==> src/hw/rtl/qoe_pkg.sv <==
// qoe_pkg: shared types, constants and helper functions of the quaternion orientation engine
// no dependencies; used by qoe_mac, qoe_rsqrt and quaternion_orientation_engine

package qoe_pkg;

  // component width and shared multiplier / accumulator widths
  localparam int QW    = 16;
  localparam int AW    = 34;
  localparam int BW    = 21;
  localparam int PW    = AW + BW;
  localparam int ACCW  = 56;
  localparam int HW    = 20;
  localparam int NW    = 39;
  localparam int RW    = 41;
  localparam int RLO_W = 33;

  localparam logic signed [ACCW-1:0] SAT_HI = ACCW'(32767);
  localparam logic signed [ACCW-1:0] SAT_LO = ACCW'(-32768);

  // component indexes, order x y z w
  localparam logic [1:0] CX = 2'd0;
  localparam logic [1:0] CY = 2'd1;
  localparam logic [1:0] CZ = 2'd2;
  localparam logic [1:0] CW = 2'd3;

  typedef enum logic [1:0] {
    MODE_COMPOSE = 2'd0,
    MODE_ROTATE  = 2'd1,
    MODE_LOAD    = 2'd2,
    MODE_NONE    = 2'd3
  } mode_t;

  // product phases of the sequencer
  typedef enum logic [2:0] {
    PH_CP = 3'd0,  // compose hamilton product
    PH_CN = 3'd1,  // compose squared norm
    PH_CR = 3'd2,  // compose scale by rsqrt
    PH_RT = 3'd3,  // rotate t = q v
    PH_RV = 3'd4   // rotate t q*
  } phase_t;

  typedef struct packed {
    logic [1:0] a_idx;
    logic [1:0] b_idx;
    logic       neg;
  } term_t;

  typedef struct packed {
    logic                   vld;
    logic signed [AW-1:0]   a;
    logic signed [BW-1:0]   b;
    logic                   neg;
    logic                   clr;
    logic                   shl;
    logic                   last;
    logic [1:0]             dest;
  } mac_op_t;

  typedef struct packed {
    logic                   vld;
    logic [1:0]             dest;
    logic signed [ACCW-1:0] acc;
  } mac_res_t;

  typedef struct packed {
    logic signed [QW-1:0] val;
    logic                 sat;
  } rsat_t;

  // operand indexes and sign of one product term
  function automatic term_t term_sel(input phase_t ph, input logic [1:0] s,
                                     input logic [1:0] t);
    term_t r;
    r = '0;
    if (ph == PH_CP) begin
      case ({s, t})
        4'h0: r = '{CW, CX, 1'b0};
        4'h1: r = '{CX, CW, 1'b0};
        4'h2: r = '{CY, CZ, 1'b0};
        4'h3: r = '{CZ, CY, 1'b1};
        4'h4: r = '{CW, CY, 1'b0};
        4'h5: r = '{CY, CW, 1'b0};
        4'h6: r = '{CZ, CX, 1'b0};
        4'h7: r = '{CX, CZ, 1'b1};
        4'h8: r = '{CW, CZ, 1'b0};
        4'h9: r = '{CZ, CW, 1'b0};
        4'ha: r = '{CX, CY, 1'b0};
        4'hb: r = '{CY, CX, 1'b1};
        4'hc: r = '{CW, CW, 1'b0};
        4'hd: r = '{CX, CX, 1'b1};
        4'he: r = '{CY, CY, 1'b1};
        default: r = '{CZ, CZ, 1'b1};
      endcase
    end else if (ph == PH_RT) begin
      case ({s, t})
        4'h0: r = '{CW, CX, 1'b0};
        4'h1: r = '{CY, CZ, 1'b0};
        4'h2: r = '{CZ, CY, 1'b1};
        4'h4: r = '{CW, CY, 1'b0};
        4'h5: r = '{CZ, CX, 1'b0};
        4'h6: r = '{CX, CZ, 1'b1};
        4'h8: r = '{CW, CZ, 1'b0};
        4'h9: r = '{CX, CY, 1'b0};
        4'ha: r = '{CY, CX, 1'b1};
        4'hc: r = '{CX, CX, 1'b0};
        4'hd: r = '{CY, CY, 1'b0};
        4'he: r = '{CZ, CZ, 1'b0};
        default: r = '0;
      endcase
    end else if (ph == PH_RV) begin
      // a indexes t, b indexes the stored quaternion
      case ({s, t})
        4'h0: r = '{CW, CX, 1'b0};
        4'h1: r = '{CX, CW, 1'b0};
        4'h2: r = '{CZ, CY, 1'b0};
        4'h3: r = '{CY, CZ, 1'b1};
        4'h4: r = '{CW, CY, 1'b0};
        4'h5: r = '{CY, CW, 1'b0};
        4'h6: r = '{CX, CZ, 1'b0};
        4'h7: r = '{CZ, CX, 1'b1};
        4'h8: r = '{CW, CZ, 1'b0};
        4'h9: r = '{CZ, CW, 1'b0};
        4'ha: r = '{CY, CX, 1'b0};
        4'hb: r = '{CX, CY, 1'b1};
        default: r = '0;
      endcase
    end
    return r;
  endfunction

  // round half up by 2^sh, then clamp to 16 bits
  function automatic rsat_t round_sat(input logic signed [ACCW-1:0] acc, input int sh);
    logic signed [ACCW-1:0] sum;
    logic signed [ACCW-1:0] q;
    rsat_t r;
    sum = acc + (ACCW'(1) <<< (sh - 1));
    q = sum >>> sh;
    if (q > SAT_HI) begin
      r.val = QW'(32767);
      r.sat = 1'b1;
    end else if (q < SAT_LO) begin
      r.val = QW'(-32768);
      r.sat = 1'b1;
    end else begin
      r.val = q[QW-1:0];
      r.sat = 1'b0;
    end
    return r;
  endfunction

  // round half up from 2^-28 to 2^-14 units
  function automatic logic signed [HW-1:0] round_h(input logic signed [ACCW-1:0] acc);
    logic signed [ACCW-1:0] sum;
    logic signed [ACCW-1:0] q;
    sum = acc + (ACCW'(1) <<< 13);
    q = sum >>> 14;
    return q[HW-1:0];
  endfunction

endpackage

==> src/hw/rtl/qoe_mac.sv <==
// qoe_mac: shared signed multiplier with registered product and 56-bit accumulator
// depends on qoe_pkg for the operation and result structs

module qoe_mac (
  input  logic               clk,
  input  logic               rst_n,
  input  qoe_pkg::mac_op_t   op,
  output qoe_pkg::mac_res_t  res
);

  logic signed [qoe_pkg::PW-1:0]   prod_r;
  logic                            s1_vld_r;
  logic                            s1_neg_r;
  logic                            s1_clr_r;
  logic                            s1_shl_r;
  logic                            s1_last_r;
  logic [1:0]                      s1_dest_r;
  logic signed [qoe_pkg::ACCW-1:0] acc_r;
  logic signed [qoe_pkg::ACCW-1:0] acc_nxt;
  logic signed [qoe_pkg::ACCW-1:0] ext;
  logic signed [qoe_pkg::ACCW-1:0] term;
  logic                            res_vld_r;
  logic [1:0]                      res_dest_r;

  always_comb begin
    ext = qoe_pkg::ACCW'(prod_r);
    term = s1_shl_r ? (ext <<< qoe_pkg::RLO_W) : ext;
    acc_nxt = (s1_clr_r ? '0 : acc_r) + (s1_neg_r ? -term : term);
  end

  always_ff @(posedge clk) begin
    if (!rst_n) begin
      s1_vld_r  <= 1'b0;
      res_vld_r <= 1'b0;
    end else begin
      s1_vld_r  <= op.vld;
      res_vld_r <= s1_vld_r & s1_last_r;
    end
    prod_r    <= qoe_pkg::PW'(op.a) * qoe_pkg::PW'(op.b);
    s1_neg_r  <= op.neg;
    s1_clr_r  <= op.clr;
    s1_shl_r  <= op.shl;
    s1_last_r <= op.last;
    s1_dest_r <= op.dest;
    res_dest_r <= s1_dest_r;
    if (s1_vld_r) begin
      acc_r <= acc_nxt;
    end
  end

  assign res.vld  = res_vld_r;
  assign res.dest = res_dest_r;
  assign res.acc  = acc_r;

endmodule

==> src/hw/rtl/qoe_rsqrt.sv <==
// qoe_rsqrt: exactly rounded 2^40 / sqrt(n), as floor((isqrt(floor(2^82 / n)) + 1) / 2)
// bit-serial restoring divide then digit-by-digit square root; depends on qoe_pkg widths

module qoe_rsqrt (
  input  logic                     clk,
  input  logic                     rst_n,
  input  logic                     start,
  input  logic [qoe_pkg::NW-1:0]   n,
  output logic                     done,
  output logic [qoe_pkg::RW-1:0]   r
);

  localparam int QB   = 2 * qoe_pkg::RW + 2;  // padded quotient, even bit count
  localparam int RB   = qoe_pkg::RW + 5;      // root remainder
  localparam int ROOTW = qoe_pkg::RW + 1;
  localparam logic [6:0] DIV_TOP = 7'(QB - 2);
  localparam logic [6:0] SQ_TOP  = 7'(QB / 2 - 1);

  typedef enum logic [1:0] {R_IDLE, R_DIV, R_SQRT} rst_t;

  rst_t                    st_r;
  logic [6:0]              cnt_r;
  logic [RB-1:0]           rem_r;
  logic [QB-1:0]           quo_r;
  logic [ROOTW-1:0]        root_r;
  logic                    done_r;
  logic [qoe_pkg::NW:0]    div_sh;
  logic                    div_ge;
  logic [RB-1:0]           sq_sh;
  logic [RB-1:0]           sq_trial;
  logic                    sq_ge;
  logic [ROOTW:0]          root_inc;

  always_comb begin
    div_sh   = {rem_r[qoe_pkg::NW-1:0], cnt_r == DIV_TOP};
    div_ge   = div_sh >= {1'b0, n};
    sq_sh    = {rem_r[RB-3:0], quo_r[QB-1:QB-2]};
    sq_trial = {2'b00, root_r, 2'b01};
    sq_ge    = sq_sh >= sq_trial;
    root_inc = {1'b0, root_r} + (ROOTW+1)'(1);
  end

  always_ff @(posedge clk) begin
    if (!rst_n) begin
      st_r   <= R_IDLE;
      done_r <= 1'b0;
    end else begin
      done_r <= (st_r == R_SQRT) && (cnt_r == '0);
      unique case (st_r)
        R_IDLE: begin
          if (start) begin
            st_r   <= R_DIV;
            cnt_r  <= DIV_TOP;
            rem_r  <= '0;
            quo_r  <= '0;
            root_r <= '0;
          end
        end
        R_DIV: begin
          // remainder restarts at zero for the root steps
          rem_r <= (cnt_r == '0) ? '0
                 : (div_ge ? RB'(div_sh - {1'b0, n}) : RB'(div_sh));
          quo_r <= {quo_r[QB-2:0], div_ge};
          if (cnt_r == '0) begin
            st_r  <= R_SQRT;
            cnt_r <= SQ_TOP;
          end else begin
            cnt_r <= cnt_r - 7'd1;
          end
        end
        R_SQRT: begin
          rem_r  <= sq_ge ? (sq_sh - sq_trial) : sq_sh;
          root_r <= {root_r[ROOTW-2:0], sq_ge};
          quo_r  <= {quo_r[QB-3:0], 2'b00};
          if (cnt_r == '0) begin
            st_r <= R_IDLE;
          end else begin
            cnt_r <= cnt_r - 7'd1;
          end
        end
        default: st_r <= R_IDLE;
      endcase
    end
  end

  assign done = done_r;
  assign r    = root_inc[qoe_pkg::RW:1];

endmodule

==> src/hw/rtl/quaternion_orientation_engine.sv <==
// quaternion_orientation_engine: top level, sequencer and state around one shared multiplier
// depends on qoe_pkg, qoe_mac and qoe_rsqrt
//
// channel  direction  handshake            payload
// in       input      in_valid / in_ready  in_mode, in_x, in_y, in_z, in_w
// out      output     out_valid/out_ready  out_x, out_y, out_z, out_w, out_saturated
//
// one item at a time: in_ready is high only when no item is in work or waiting
// compose: 16 + 4 products on the shared multiplier, the rsqrt unit (restoring divide
// steps, then square-root steps, one bit each), then 8 scaling products
// rotate: 24 products; load and the unused mode skip the multiplier
// synchronous active-low reset puts the orientation at identity (w = 16384)
// a result holds on the out ports until its transfer; the next input waits for it

module quaternion_orientation_engine (
  input  logic                     clk,
  input  logic                     rst_n,
  input  logic                     in_valid,
  output logic                     in_ready,
  input  logic [1:0]               in_mode,
  input  logic signed [15:0]       in_x,
  input  logic signed [15:0]       in_y,
  input  logic signed [15:0]       in_z,
  input  logic signed [15:0]       in_w,
  output logic                     out_valid,
  input  logic                     out_ready,
  output logic signed [15:0]       out_x,
  output logic signed [15:0]       out_y,
  output logic signed [15:0]       out_z,
  output logic signed [15:0]       out_w,
  output logic                     out_saturated
);

  typedef enum logic [2:0] {
    S_IDLE, S_ISSUE, S_WAIT, S_RSQ_GO, S_RSQ_WAIT, S_DONE
  } state_t;

  localparam logic signed [qoe_pkg::QW-1:0] Q_ONE = qoe_pkg::QW'(16384);

  state_t                          state_r;
  qoe_pkg::phase_t                 phase_r;
  qoe_pkg::mode_t                  mode_r;
  logic [1:0]                      sum_r;
  logic [1:0]                      term_r;
  logic                            wait_r;
  logic signed [qoe_pkg::QW-1:0]   q_r   [4];
  logic signed [qoe_pkg::QW-1:0]   in_r  [4];
  logic signed [qoe_pkg::HW-1:0]   h_r   [4];
  logic signed [qoe_pkg::AW-1:0]   t_r   [4];
  logic signed [qoe_pkg::QW-1:0]   res_r [4];
  logic                            sat_r;
  logic [qoe_pkg::NW-1:0]          n_r;

  // sequencer side
  qoe_pkg::term_t                  tsel;
  logic [1:0]                      q_idx;
  logic [1:0]                      h_idx;
  logic signed [qoe_pkg::QW-1:0]   q_rd;
  logic signed [qoe_pkg::QW-1:0]   in_rd;
  logic signed [qoe_pkg::AW-1:0]   t_rd;
  logic signed [qoe_pkg::HW-1:0]   h_rd;
  logic [1:0]                      last_sum;
  logic [1:0]                      last_term;
  qoe_pkg::mac_op_t                mac_op;
  qoe_pkg::mac_res_t               mac_res;
  qoe_pkg::rsat_t                  cr_rs;
  qoe_pkg::rsat_t                  rv_rs;
  logic                            rsq_start;
  logic                            rsq_done;
  logic [qoe_pkg::RW-1:0]          rsq_r;
  logic                            in_is_load;

  // sums and terms per phase
  always_comb begin
    unique case (phase_r)
      qoe_pkg::PH_CP: begin last_sum = 2'd3; last_term = 2'd3; end
      qoe_pkg::PH_CN: begin last_sum = 2'd0; last_term = 2'd3; end
      qoe_pkg::PH_CR: begin last_sum = 2'd3; last_term = 2'd1; end
      qoe_pkg::PH_RT: begin last_sum = 2'd3; last_term = 2'd2; end
      qoe_pkg::PH_RV: begin last_sum = 2'd2; last_term = 2'd3; end
      default:        begin last_sum = 2'd0; last_term = 2'd0; end
    endcase
  end

  // operand select for the shared multiplier
  always_comb begin
    tsel  = qoe_pkg::term_sel(phase_r, sum_r, term_r);
    q_idx = (phase_r == qoe_pkg::PH_RV) ? tsel.b_idx : tsel.a_idx;
    h_idx = (phase_r == qoe_pkg::PH_CN) ? term_r : sum_r;
    q_rd  = q_r[q_idx];
    in_rd = in_r[tsel.b_idx];
    t_rd  = t_r[tsel.a_idx];
    h_rd  = h_r[h_idx];

    mac_op.vld  = (state_r == S_ISSUE);
    mac_op.neg  = tsel.neg;
    mac_op.clr  = (term_r == 2'd0);
    mac_op.shl  = (phase_r == qoe_pkg::PH_CR) && (term_r == 2'd1);
    mac_op.last = (term_r == last_term);
    mac_op.dest = sum_r;
    unique case (phase_r)
      qoe_pkg::PH_CP, qoe_pkg::PH_RT: begin
        mac_op.a = qoe_pkg::AW'(q_rd);
        mac_op.b = qoe_pkg::BW'(in_rd);
      end
      qoe_pkg::PH_RV: begin
        mac_op.a = t_rd;
        mac_op.b = qoe_pkg::BW'(q_rd);
      end
      qoe_pkg::PH_CN: begin
        mac_op.a = qoe_pkg::AW'(h_rd);
        mac_op.b = qoe_pkg::BW'(h_rd);
      end
      qoe_pkg::PH_CR: begin
        // r split into low 33 bits and high part shifted back in the accumulator
        mac_op.a = (term_r == 2'd0) ? qoe_pkg::AW'(rsq_r[qoe_pkg::RLO_W-1:0])
                                    : qoe_pkg::AW'(rsq_r[qoe_pkg::RW-1:qoe_pkg::RLO_W]);
        mac_op.b = qoe_pkg::BW'(h_rd);
      end
      default: begin
        mac_op.a = '0;
        mac_op.b = '0;
      end
    endcase
  end

  always_comb begin
    cr_rs      = qoe_pkg::round_sat(mac_res.acc, 26);
    rv_rs      = qoe_pkg::round_sat(mac_res.acc, 28);
    rsq_start  = (state_r == S_RSQ_GO) && (n_r != '0);
    in_is_load = (qoe_pkg::mode_t'(in_mode) == qoe_pkg::MODE_LOAD);
  end

  qoe_mac u_mac (
    .clk   (clk),
    .rst_n (rst_n),
    .op    (mac_op),
    .res   (mac_res)
  );

  qoe_rsqrt u_rsqrt (
    .clk   (clk),
    .rst_n (rst_n),
    .start (rsq_start),
    .n     (n_r),
    .done  (rsq_done),
    .r     (rsq_r)
  );

  always_ff @(posedge clk) begin
    if (!rst_n) begin
      state_r <= S_IDLE;
      phase_r <= qoe_pkg::PH_CP;
      mode_r  <= qoe_pkg::MODE_NONE;
      sum_r   <= '0;
      term_r  <= '0;
      wait_r  <= 1'b0;
      q_r[0]  <= '0;
      q_r[1]  <= '0;
      q_r[2]  <= '0;
      q_r[3]  <= Q_ONE;
    end else begin
      unique case (state_r)
        S_IDLE: begin
          if (in_valid) begin
            mode_r  <= qoe_pkg::mode_t'(in_mode);
            in_r[0] <= in_x;
            in_r[1] <= in_y;
            in_r[2] <= in_z;
            in_r[3] <= in_w;
            sat_r   <= 1'b0;
            sum_r   <= '0;
            term_r  <= '0;
            // load returns its input, every other mode starts from zeros
            res_r[0] <= in_is_load ? in_x : '0;
            res_r[1] <= in_is_load ? in_y : '0;
            res_r[2] <= in_is_load ? in_z : '0;
            res_r[3] <= in_is_load ? in_w : '0;
            unique case (qoe_pkg::mode_t'(in_mode))
              qoe_pkg::MODE_COMPOSE: begin
                phase_r <= qoe_pkg::PH_CP;
                state_r <= S_ISSUE;
              end
              qoe_pkg::MODE_ROTATE: begin
                phase_r <= qoe_pkg::PH_RT;
                state_r <= S_ISSUE;
              end
              qoe_pkg::MODE_LOAD: begin
                state_r  <= S_DONE;
              end
              default: state_r <= S_DONE;
            endcase
          end
        end
        S_ISSUE: begin
          if (term_r == last_term) begin
            term_r <= '0;
            if (sum_r == last_sum) begin
              state_r <= S_WAIT;
              wait_r  <= 1'b1;
            end else begin
              sum_r <= sum_r + 2'd1;
            end
          end else begin
            term_r <= term_r + 2'd1;
          end
        end
        S_WAIT: begin
          // wait out the product and accumulator registers of the multiplier before the last sum lands
          if (wait_r) begin
            wait_r <= 1'b0;
          end else begin
            sum_r  <= '0;
            term_r <= '0;
            unique case (phase_r)
              qoe_pkg::PH_CP: begin
                phase_r <= qoe_pkg::PH_CN;
                state_r <= S_ISSUE;
              end
              qoe_pkg::PH_CN: state_r <= S_RSQ_GO;
              qoe_pkg::PH_RT: begin
                phase_r <= qoe_pkg::PH_RV;
                state_r <= S_ISSUE;
              end
              default: state_r <= S_DONE;
            endcase
          end
        end
        S_RSQ_GO: begin
          // zero norm leaves the all-zero result in place
          state_r <= (n_r == '0) ? S_DONE : S_RSQ_WAIT;
        end
        S_RSQ_WAIT: begin
          if (rsq_done) begin
            phase_r <= qoe_pkg::PH_CR;
            state_r <= S_ISSUE;
          end
        end
        S_DONE: begin
          if (out_ready) begin
            state_r <= S_IDLE;
            if (mode_r == qoe_pkg::MODE_COMPOSE || mode_r == qoe_pkg::MODE_LOAD) begin
              for (int i = 0; i < 4; i++) begin
                q_r[i] <= res_r[i];
              end
            end
          end
        end
        default: state_r <= S_IDLE;
      endcase

      // finished sums from the multiplier
      if (mac_res.vld) begin
        unique case (phase_r)
          qoe_pkg::PH_CP: h_r[mac_res.dest] <= qoe_pkg::round_h(mac_res.acc);
          qoe_pkg::PH_CN: n_r <= mac_res.acc[qoe_pkg::NW-1:0];
          qoe_pkg::PH_RT: t_r[mac_res.dest] <= mac_res.acc[qoe_pkg::AW-1:0];
          qoe_pkg::PH_CR: begin
            res_r[mac_res.dest] <= cr_rs.val;
            sat_r <= sat_r | cr_rs.sat;
          end
          qoe_pkg::PH_RV: begin
            res_r[mac_res.dest] <= rv_rs.val;
            sat_r <= sat_r | rv_rs.sat;
          end
          default: ;
        endcase
      end
    end
  end

  assign in_ready      = (state_r == S_IDLE);
  assign out_valid     = (state_r == S_DONE);
  assign out_x         = res_r[0];
  assign out_y         = res_r[1];
  assign out_z         = res_r[2];
  assign out_w         = res_r[3];
  assign out_saturated = sat_r;

`ifndef ASSERT_OFF
  a_mac_in_work: assert property (@(posedge clk) disable iff (!rst_n)
    mac_res.vld |-> (state_r == S_ISSUE || state_r == S_WAIT))
    else $error("multiplier sum finished outside a product phase");

  a_one_item: assert property (@(posedge clk) disable iff (!rst_n)
    (in_valid && in_ready) |=> !in_ready)
    else $error("input taken again while an item is in work");

  a_rsq_wait: assert property (@(posedge clk) disable iff (!rst_n)
    rsq_done |-> (state_r == S_RSQ_WAIT))
    else $error("rsqrt finished while not awaited");

  a_zero_norm: assert property (@(posedge clk) disable iff (!rst_n)
    (state_r == S_RSQ_GO && n_r == '0) |=> (state_r == S_DONE && !out_saturated))
    else $error("zero norm did not finish with a clean zero result");
`endif

endmodule

==> config.mk <==
export PLATFORM = sky130hd
export DESIGN_NAME = quaternion_orientation_engine
export DESIGN_NICKNAME = d
export VERILOG_FILES = /design/src/hw/rtl/qoe_pkg.sv /design/src/hw/rtl/qoe_mac.sv /design/src/hw/rtl/qoe_rsqrt.sv /design/src/hw/rtl/quaternion_orientation_engine.sv
export SDC_FILE = /design/constraint.sdc
export NUM_CORES = 2
export LEC_CHECK = 0
export BUFFER_PORTS_ARGS = -buffer_cell sky130_fd_sc_hd__buf_2
export CELL_PAD_IN_SITES_DETAIL_PLACEMENT = 0
export CELL_PAD_IN_SITES_GLOBAL_PLACEMENT = 1
export CORE_MARGIN = 1.5
export CORE_UTILIZATION = 57
export CTS_BUF_LIST = sky130_fd_sc_hd__clkbuf_2 sky130_fd_sc_hd__clkbuf_4 sky130_fd_sc_hd__clkbuf_8
export CTS_CLUSTER_DIAMETER = 150
export DETAILED_ROUTE_END_ITERATION = 12
export GPL_ROUTABILITY_DRIVEN = 0
export PLACE_DENSITY_LB_ADDON = 0.1
export SLEW_MARGIN = 20
export SYNTH_ARGS = -nofsm -noshare
export SYNTH_HDL_FRONTEND = slang
export SYNTH_HIERARCHICAL = 1
export SYNTH_SLANG_ARGS = --single-unit
==> constraint.sdc <==
create_clock -name clk -period 26.7 [get_ports clk]
set_input_delay 2.67 -clock clk [delete_from_list [all_inputs] [get_ports clk]]
set_output_delay 2.67 -clock clk [all_outputs]
set_load 0.01 [all_outputs]
==> flow_summary_export.csv <==
group,metric,value,unit
timing,worst_pin_slew,1.17,ns
placed_design,port_buffers,136,
routing,wl_per_cell,23.7,µm
placed_design,place_area,71300,µm²
timing,setup_tns,0,ns
floorplanning,die-area,123000,µm²
floorplanning,die_w,351,µm
critical_path,crit_required,27.40,ns
timing,setup_viol,0,
final_layout,postLayoutCoreUtil,61.7,%
routing,via_count,52700,
critical_path,cp.arrival,13.36,ns
cts,root_buffer,"clkbuf_8",
timing,hold_viol_final,0,
critical_path,worst_path_most_repeated_cell,"fa_1",
timing,slew_headroom,21.2,%
yosys,synth_top_area_cell,"edfxtp_1",
timing,rsz0062_at_grt,"false",
yosys,synth.top_cell.area_share,29.6,%
global_route,antenna_found_initial,7,
yosys,yosysMostFrequentCell,"inv_1",
final_layout,fillers,10100,
worst_hold_path,hold_path.class,"flop to flop",
timing,slew_violations,0,
floorplanning,fp-row-count,127,
yosys,syn_inst,7004,
cts,cts_hold_buf,0,
run_status,status,"finished, final reports clean",
yosys,async_flop_share,0,%
cts,cts_buffers,131,
floorplanning,die_h,351,µm
yosys,synth_cell_types,111,
cts,clockBufferDepth,3,
floorplanning,core-area,120000,µm²
final_layout,area_growth,7.19,%
critical_path,crit_type,"flop to flop",
routing,drc,0,
global_route,grt_util_met1,47.1,%
routing,drt_wl_total,206,mm
global_route,grtUsageMet2,53.1,%
timing,hold_ws,0.337,ns
critical_path,max_stage_delay,0.83,ns
job,drv_cap,0,
yosys,yosysWarnings,6,
timing,fin_crit_sh,47.4,%
yosys,synth_area_leaders,"edfxtp_1 30%, fa_1 21%, ha_1 5.3%",
global_route,gr-usage-met3,5.27,%
global_route,globalRouteTotalUtil,33.7,%
routing,via_per_inst,6.06,
cts,cts.sinks,761,
critical_path,critPathSlowestCell,"a2111oi_1",
yosys,synth.avg_cell_area,9.86,µm²
cts,cts_tree,"yes",
cts,clock_latency,0.86,ns
global_route,top_usage_layer,"met2",
timing,period_needed,12.67,ns
yosys,synth_area,69000,µm²
global_route,grt_pass1_wl,314,mm
floorplanning,io_pins,137,
timing,timing.fmax,0.0789,GHz
cts,postCtsSetupBuffers,0,
placed_design,dp.final_hpwl,152,mm
yosys,synth_edf_count,681,
cts,h-tree-depth,4,
yosys,synth.top_cells.by_count,"978 x inv_1, 708 x fa_1, 681 x edfxtp_1",
global_route,grt_overflow,0,
global_route,first_global_vias,52300,
final_layout,fin_area,74000,µm²
global_route,grt_max_degree,94,
timing,finalClockSkew,0.0703,ns
cts,post_cts_resized,0,
critical_path,cp-end-kind,"flop",
floorplanning,initial_core_util,57.5,%
critical_path,cp-start-kind,"flop",
yosys,synth_ff_type,"edfxtp_1",
yosys,synth.ff_latch_count,761,
final_layout,nets,8059,
routing,first_pass_iters,6,
routing,antenna_left,0,
yosys,synth_nets,8076,
routing,first_iter_violations,5027,
final_layout,drive_gt1_share,8.89,%
critical_path,crit_path_max_fanout,43,
yosys,ys_seq_area_share,31.9,%
cts,path_clk_slew,0.06,ns
==> registers in the layout, indices dropped and copies added, names as in the netlist, 3 cells and up <==
signal,flops
h_r,80
u_mac/acc_r,56
u_rsqrt/cnt_r,7
in_r,64
res_r,64
q_r,64
u_rsqrt/root_r,42
u_rsqrt/rem_r,44
phase_r,3
n_r,39
state_r,3
t_r,136
u_mac/prod_r,55
u_rsqrt/quo_r,84
==> layer usage <==
metal | up-vias | routed length, µm
met5 | - | 0
met4 | 0 | 7560
met3 | 356 | 16500
met2 | 2284 | 95300
met1 | 26500 | 86600
li1 | 23600 | -
==> logic make-up (layout without fill, tap and decap cells) <==
kind of cell	after synthesis	count (layout)	synth area share, %
AOI/OAI and AO/OA	1286	1286	12.5
other	0	2	0
muxes	166	166	2.47
DFF	761	761	31.9
buffers and inverters	1377	1461	7.73
and+or+nand+nor	2084	2084	15.4
xor gates and xnor gates	328	328	4.16
adders and majority gates	1002	1002	25.9
==> critical path, delay by kind of cell (launching register included) <==
kind | cells | cell delay (ns)
AND/OR/NAND/NOR | 2 | 0.15
flip-flops | 1 | 0.44
AO/OA/AOI/OAI | 15 | 4.94
buffers and inverters | 8 | 1.61
XOR/XNOR | 1 | 0.18
multiplexers | 1 | 0.38
adder cells (fa/ha/maj) | 9 | 4.80
==> final cells by class <==
class | instances | area (µm²) | area share [%]
antenna | 2 | 5.00 | 0.00676
clock buffer | 180 | 2210 | 2.98
clock inverter | 54 | 447 | 0.604
inverter | 980 | 3680 | 4.97
multi-input combinational | 4866 | 42100 | 56.8
sequential | 761 | 22100 | 29.8
tap | 1612 | 2020 | 2.73
timing repair buffer | 247 | 1530 | 2.06
==> cell usage in the layout (no fill, tap or decap), drive strengths merged, types with 38 or more instances in the layout <==
cell    instances
nor2b         154
nand3         142
o21ai         252
dfxtp          80
and2          370
xnor2         210
ha            294
xor2          118
a211oi        109
nand4          89
nand2b         49
mux2i         140
a22o           83
nor4           38
edfxtp        681
nand2         672
nor3           93
buf           247
a21o          143
a21oi         326
inv           987
fa            708
clkbuf        180
nor2          274
o22ai          61
and3          114
==> through the flow <==
| step | setup WS, ns | cells |
|---|---|---|
| 2_1_floorplan | 13.99 | 7004 |
| 3_3_place_gp | 14.13 | 8465 |
| 3_5_place_dp | 14.17 | 8465 |
| 4_1_cts | 14.11 | 8699 |
| 5_1_grt | 13.46 | 8700 |
| 6_report | 14.03 | 8702 |
==> worst paths after layout <==
kind              cells after the start  slack [ns]                  end               start
setup / recovery                     36       14.03     u_mac/prod_r[53]           term_r[0]
setup reg to reg                     36       14.03     u_mac/prod_r[53]           term_r[0]
hold / removal                        0        0.34  u_mac/res_dest_r[1]  u_mac/s1_dest_r[1]
hold reg to reg                       0        0.34  u_mac/res_dest_r[1]  u_mac/s1_dest_r[1]
Power is not shown: default switching activity piles up to over one toggle a cycle in this logic, so the estimate is an artifact.
